## src/rtl/hwsl_pkg.sv

```systemverilog
// Package for the hazard-weighted survival lookup: widths, constants, types.
// No dependencies.
`timescale 1ns / 1ps
package hwsl_pkg;
    localparam int TIME_W  = 32;
    localparam int RATIO_W = 24;
    localparam int LOG_W   = 32;
    localparam int SUM_W   = 48;
    localparam int SURV_W  = 17;
    localparam int TABLE_DEPTH_DEF = 1024;
    localparam int ENTRY_W = TIME_W + RATIO_W + LOG_W + SUM_W;

    localparam logic signed [SUM_W-1:0] SUM_MAX = {1'b0, {(SUM_W-1){1'b1}}};
    localparam logic signed [SUM_W-1:0] SUM_MIN = {1'b1, {(SUM_W-1){1'b0}}};
    localparam logic [23:0] LN2_Q24 = 24'd11629080;
    localparam logic [SURV_W-1:0] SURV_ONE = 17'd65536;

    localparam logic ACT_APPEND = 1'b0;
    localparam logic ACT_QUERY  = 1'b1;

    // commands from controller to datapath
    typedef struct packed {
        logic load_in;     // capture input item
        logic clr_tbl;     // restart: clear newest-entry state
        logic app_wsum;    // compute appended weighted sum
        logic app_wr;      // write entry, bump count
        logic srch_init;   // lo=0, hi=count-1
        logic srch_rd;     // issue read at mid
        logic srch_upd;    // update lo/hi from read data
        logic fin_rd;      // issue read at lo
        logic fin_mul;     // partial term product
        logic fin_add;     // total sum
        logic exp_init;    // start exponential
        logic exp_step;    // one Taylor step: load the divider
        logic exp_div;     // one divider chunk of eight quotient bits
        logic exp_done;    // final rounding into result
        logic res_trivial; // result = 1.0
    } t_cmd;

    typedef struct packed {
        logic full;
        logic empty;
        logic srch_done;
        logic t_zero;
        logic exp_last;
        logic exp_skip;
        logic div_last;
    } t_sts;
endpackage

```

## src/rtl/hwsl_ctrl.sv

```systemverilog
// Controller state machine sequencing append, search and exponential.
// Depends on hwsl_pkg.
`timescale 1ns / 1ps
module hwsl_ctrl import hwsl_pkg::*; (
    input  logic i_clk,
    input  logic i_rst_n,
    input  logic i_in_valid,
    input  logic i_in_action,
    input  logic i_in_restart,
    output logic o_in_ready,
    output logic o_out_valid,
    input  logic i_out_ready,
    input  t_sts i_sts,
    output t_cmd o_cmd
);
    typedef enum logic [4:0] {
        S_IDLE, S_APP0, S_APP1, S_QRY, S_SINIT, S_SRD, S_SWAIT, S_SUPD,
        S_FRD, S_FWAIT, S_FMUL, S_FADD, S_EINIT, S_ESTEP, S_EDIV, S_EDONE, S_OUT
    } t_state;

    t_state r_state;
    logic   r_restart;

    assign o_in_ready  = (r_state == S_IDLE);
    assign o_out_valid = (r_state == S_OUT);

    // command decode
    always_comb begin
        o_cmd = '0;
        unique case (r_state)
            S_IDLE:  o_cmd.load_in = i_in_valid;
            S_APP0:  o_cmd.clr_tbl = r_restart;
            S_APP1:  begin
                o_cmd.app_wsum = 1'b1;
                o_cmd.app_wr   = !i_sts.full;
            end
            S_QRY:   o_cmd.res_trivial = 1'b1;
            S_SINIT: o_cmd.srch_init = 1'b1;
            S_SRD:   o_cmd.srch_rd = 1'b1;
            S_SWAIT: o_cmd.srch_rd = 1'b1;
            S_SUPD:  o_cmd.srch_upd = 1'b1;
            S_FRD:   o_cmd.fin_rd = 1'b1;
            S_FWAIT: o_cmd.fin_rd = 1'b1;
            S_FMUL:  o_cmd.fin_mul = 1'b1;
            S_FADD:  o_cmd.fin_add = 1'b1;
            S_EINIT: o_cmd.exp_init = 1'b1;
            S_ESTEP: o_cmd.exp_step = 1'b1;
            S_EDIV:  o_cmd.exp_div = 1'b1;
            S_EDONE: o_cmd.exp_done = 1'b1;
            S_OUT:   ;
            default: ;
        endcase
    end

    // state register
    always_ff @(posedge i_clk) begin
        if (!i_rst_n) begin
            r_state   <= S_IDLE;
            r_restart <= 1'b0;
        end else begin
            unique case (r_state)
                S_IDLE: if (i_in_valid) begin
                    r_restart <= i_in_restart;
                    r_state   <= (i_in_action == ACT_QUERY) ? S_QRY : S_APP0;
                end
                S_APP0:  r_state <= S_APP1;
                S_APP1:  r_state <= S_IDLE;
                S_QRY:   r_state <= (i_sts.empty || i_sts.t_zero) ? S_OUT : S_SINIT;
                S_SINIT: r_state <= S_SRD;
                S_SRD:   r_state <= i_sts.srch_done ? S_FRD : S_SWAIT;
                S_SWAIT: r_state <= S_SUPD;
                S_SUPD:  r_state <= S_SRD;
                S_FRD:   r_state <= S_FWAIT;
                S_FWAIT: r_state <= S_FMUL;
                S_FMUL:  r_state <= S_FADD;
                S_FADD:  r_state <= S_EINIT;
                S_EINIT: r_state <= S_ESTEP;
                S_ESTEP: r_state <= i_sts.exp_skip ? S_EDONE : S_EDIV;
                S_EDIV:  begin
                    if (i_sts.div_last)
                        r_state <= i_sts.exp_last ? S_EDONE : S_ESTEP;
                end
                S_EDONE: r_state <= S_OUT;
                S_OUT:   if (i_out_ready) r_state <= S_IDLE;
                default: r_state <= S_IDLE;
            endcase
        end
    end
endmodule

```

## config.mk

```make
export PLATFORM = sky130hd
export DESIGN_NAME = hwsl_ctrl
export DESIGN_NICKNAME = d
export VERILOG_FILES = /design/src/rtl/hwsl_pkg.sv /design/src/rtl/hwsl_ctrl.sv
export SDC_FILE = /design/constraint.sdc
export NUM_CORES = 1
export LEC_CHECK = 0
export BUFFER_PORTS_ARGS = -buffer_cell sky130_fd_sc_hd__buf_2
export CORE_MARGIN = 2
export CORE_UTILIZATION = 40
export CTS_CLUSTER_SIZE = 30
export DETAILED_ROUTE_END_ITERATION = 8
export GPL_TIMING_DRIVEN = 0
export PLACE_DENSITY_LB_ADDON = 0.05
export SLEW_MARGIN = 10
export SYNTH_ARGS = -nofsm -noshare
export SYNTH_HDL_FRONTEND = slang
export SYNTH_SLANG_ARGS = --single-unit
```

## constraint.sdc

```tcl
create_clock -name i_clk -period 1.7 [get_ports i_clk]
set_input_delay 0.425 -clock i_clk [delete_from_list [all_inputs] [get_ports i_clk]]
set_output_delay 0.425 -clock i_clk [all_outputs]
set_load 0.02 [all_outputs]
```

==> flow_metrics.tcl <==
set metrics [dict create \
    antenna_found_initial 0 \
    drc 0 \
    ys_async_sr_fraction 0 \
    holdPathEnd "r_state[4]$_SDFFE_PN0P_" \
    hold_viol 0 \
    grt_pass1_wl_um 3125 \
    synth_ff_type "dfxtp_1" \
    port_buffers 29 \
    post-synth-top-count-cell "nor2_1" \
    syn_area_um2 571.8 \
    status "finished, violations left" \
    clock_path_buffers 2 \
    holdCritPathClass "in2reg" \
    insertion_delay_ps 240 \
    io_pins 30 \
    ys_seq_elements 6 \
    synth_top_area_frac 0.2101 \
    final_antenna_net_count 0 \
    start_util 0.4340 \
    r2r_end "r_state[1]$_SDFFE_PN0P_" \
    fin_util 0.8091 \
    antennaDiodeCount 0 \
    die_area_um2 1748 \
    rows 13 \
    h-tree-depth 1 \
    firstDrtPassIters 4 \
    yosys.cell_types.count 34 \
    netlist_instances 82 \
    die_y_um 41.81 \
    fmax_mhz 561.3 \
    rsz0062_at_grt "true" \
    instances_no_fill 142 \
    crit_required_ps 1270 \
    grt_pass1_vias 742 \
    cp-start-kind "flop" \
    vias 784 \
    fin_area_um2 1066 \
    skew_ps 7.084 \
    worstHoldStart "i_rst_n" \
    grt_max_degree 11 \
    drt-initial-drc-count 19 \
    vias_per_cell 5.521 \
    power.density_nw_per_um2 586.5 \
    yosys.area.top_type "dfxtp_1" \
    place.gp.congestion 0.8530 \
    hold_buffers 0 \
    r2r-start "r_state[1]$_SDFFE_PN0P_" \
    yosys_warnings 0 \
    cts_root_buf "clkbuf_4" \
    p_leak_nw 0.4844 \
    worstSetupPathType "reg2out" \
    violations "negative setup slack" \
    fin_nets 142 \
    ir_worst_vdd_mv 0.4593 \
    grt.total_usage 0.2292 \
    nFillCells 79 \
    areaGrowthSynthToFinish_pct 86.43 \
    final-max-slew-violation-count 0 \
    fin_crit_ps 1782 \
    cts_buffers 3 \
    wirelength_um 2050 \
    cts_tree "built" \
    synthTopCellsByCount "nor2_1, nor3_1, nand2_1, dfxtp_1" \
    rr_worst_depth 5 \
    synth_seq_area_share 0.2101 \
    worst_slack_ps -81.63 \
    dpl.hpwl_um 1195 \
    dp.cells 126 \
    clkTransAtPathRegs_ps 50 \
    synth_fp_nets 95 \
    critPathMaxFanout 4 \
    die_w_um 41.81 \
    arrival_ps 1360 \
    cts_sinks 6 \
    placed_area_um2 735.7 \
    cap_viol_max_count 0 \
    synth_edf_count 0 \
    dpl_worst_slack_ps 13.04 \
    crit_path_end_kind "primary output" \
    timing.reg2reg.setup_slack_ps 230 \
    grt-ovfl-total 0 \
    setup_violations 5 \
    worstMarginPinSlew_ps 370.4 \
    synthTopCellsByArea "dfxtp_1, nor2_1, nor3_1" \
    coreArea_um2 1318 \
    synth.avg_cell_area_um2 6.973 \
    drive_gt1_frac 0.5827 \
    routedWlPerCell_um 14.44 \
    fin_setup_tns_ps -261.6 \
    finalCritPeriodShare 1.048 \
    maxSlewHeadroom 0.7512 \
    whs_path_depth 2 \
]
[flip-flops by register name, indices dropped and copies added, names as in the netlist]
name	count
r_restart	1
r_state	5
[cell usage in the layout, fill, tap and decap left out, drive strengths merged]
cell	n
a211oi	1
a21oi	2
a221o	1
a22oi	2
a311oi	1
a31oi	1
and2	1
and2b	2
and3	1
and4b	1
buf	49
clkbuf	3
dfxtp	6
inv	1
mux2i	2
nand2	7
nand2b	5
nand3b	2
nand4b	1
nor2	14
nor2b	2
nor3	8
nor4	2
o211ai	1
o21ai	2
o22ai	1
o2bb2ai	1
or2	2
or3	1
or3b	2
or4b	1
xnor2	1
[worst max-delay path, stage by stage, from the launching register on]
cell     delay, ps
dfxtp_4        350
buf_6          120
or3_4          400
nor2_1         100
buf_4          140
[cell type report]
| type | instances | area (µm²) | area share |
|---|---|---|---|
| buffer | 6 | 71.32 | 0.06690 |
| clock buffer | 3 | 22.52 | 0.02113 |
| inverter | 1 | 3.754 | 0.003521 |
| multi-input combinational | 68 | 509.2 | 0.4777 |
| sequential | 6 | 131.4 | 0.1232 |
| tap | 15 | 18.77 | 0.01761 |
| timing repair buffer | 43 | 309.0 | 0.2899 |
[power by group]
group | leakage (nW) | internal [mW] | switching [mW]
logic | 0.419 | 0.168 | 0.165
clock network | 0.0138 | 0.0796 | 0.0471
registers | 0.0518 | 0.154 | 0.0113
[per-stage QoR]
| step | hold WS (ps) | power, mW |
|---|---|---|
| after floorplan | 475.3 | 0.3074 |
| after CTS | 452.4 | 0.5711 |
| after global placement | 500.1 | 0.3637 |
| final | 462.5 | 0.6252 |
| after detailed placement | 513.4 | 0.3667 |
| after global routing | 461.1 | 0.6662 |
[kinds of logic after synthesis]
group,after synthesis,synth area share
AOI/OAI and AO/OA,13,0.1663
xor gates and xnor gates,1,0.01532
buffers and inverters,8,0.07875
DFF,6,0.2101
muxes,2,0.03501
and+or+nand+nor,52,0.4945
[worst max path at each step]
stage | from | endpoint | slack (ps) | cells after the start
2_1_floorplan | r_state[1]$_SDFFE_PN0P_ | o_cmd[10] | 30 | 4
3_3_place_gp | r_state[1]$_SDFFE_PN0P_ | o_cmd[10] | 30 | 5
3_5_place_dp | r_state[1]$_SDFFE_PN0P_ | o_cmd[10] | 10 | 5
4_1_cts | r_state[1]$_SDFFE_PN0P_ | o_in_ready | -90 | 4
5_1_grt | r_state[1]$_SDFFE_PN0P_ | o_in_ready | -120 | 4
6_report | r_state[1]$_SDFFE_PN0P_ | o_in_ready | -80 | 4
[routing by layer]
metal,track usage,part of all wire,up-vias
li1,-,-,392
met1,0.2618,0.42,350
met2,0.3938,0.51,38
met3,0.07826,0.057,4
met4,0.07742,0.011,0
met5,0,0,-
[repair_timing]
item | 4_1_cts | 5_1_grt
setup endpoints to repair | 16 | 14
setup buffers | 12 | 2
cloned | 0 | 0
hold endpoints to repair | 0 | 0
pin swaps | 5 | 7
resized for setup | 33 | 29
(Power assumes the default switching activity.)
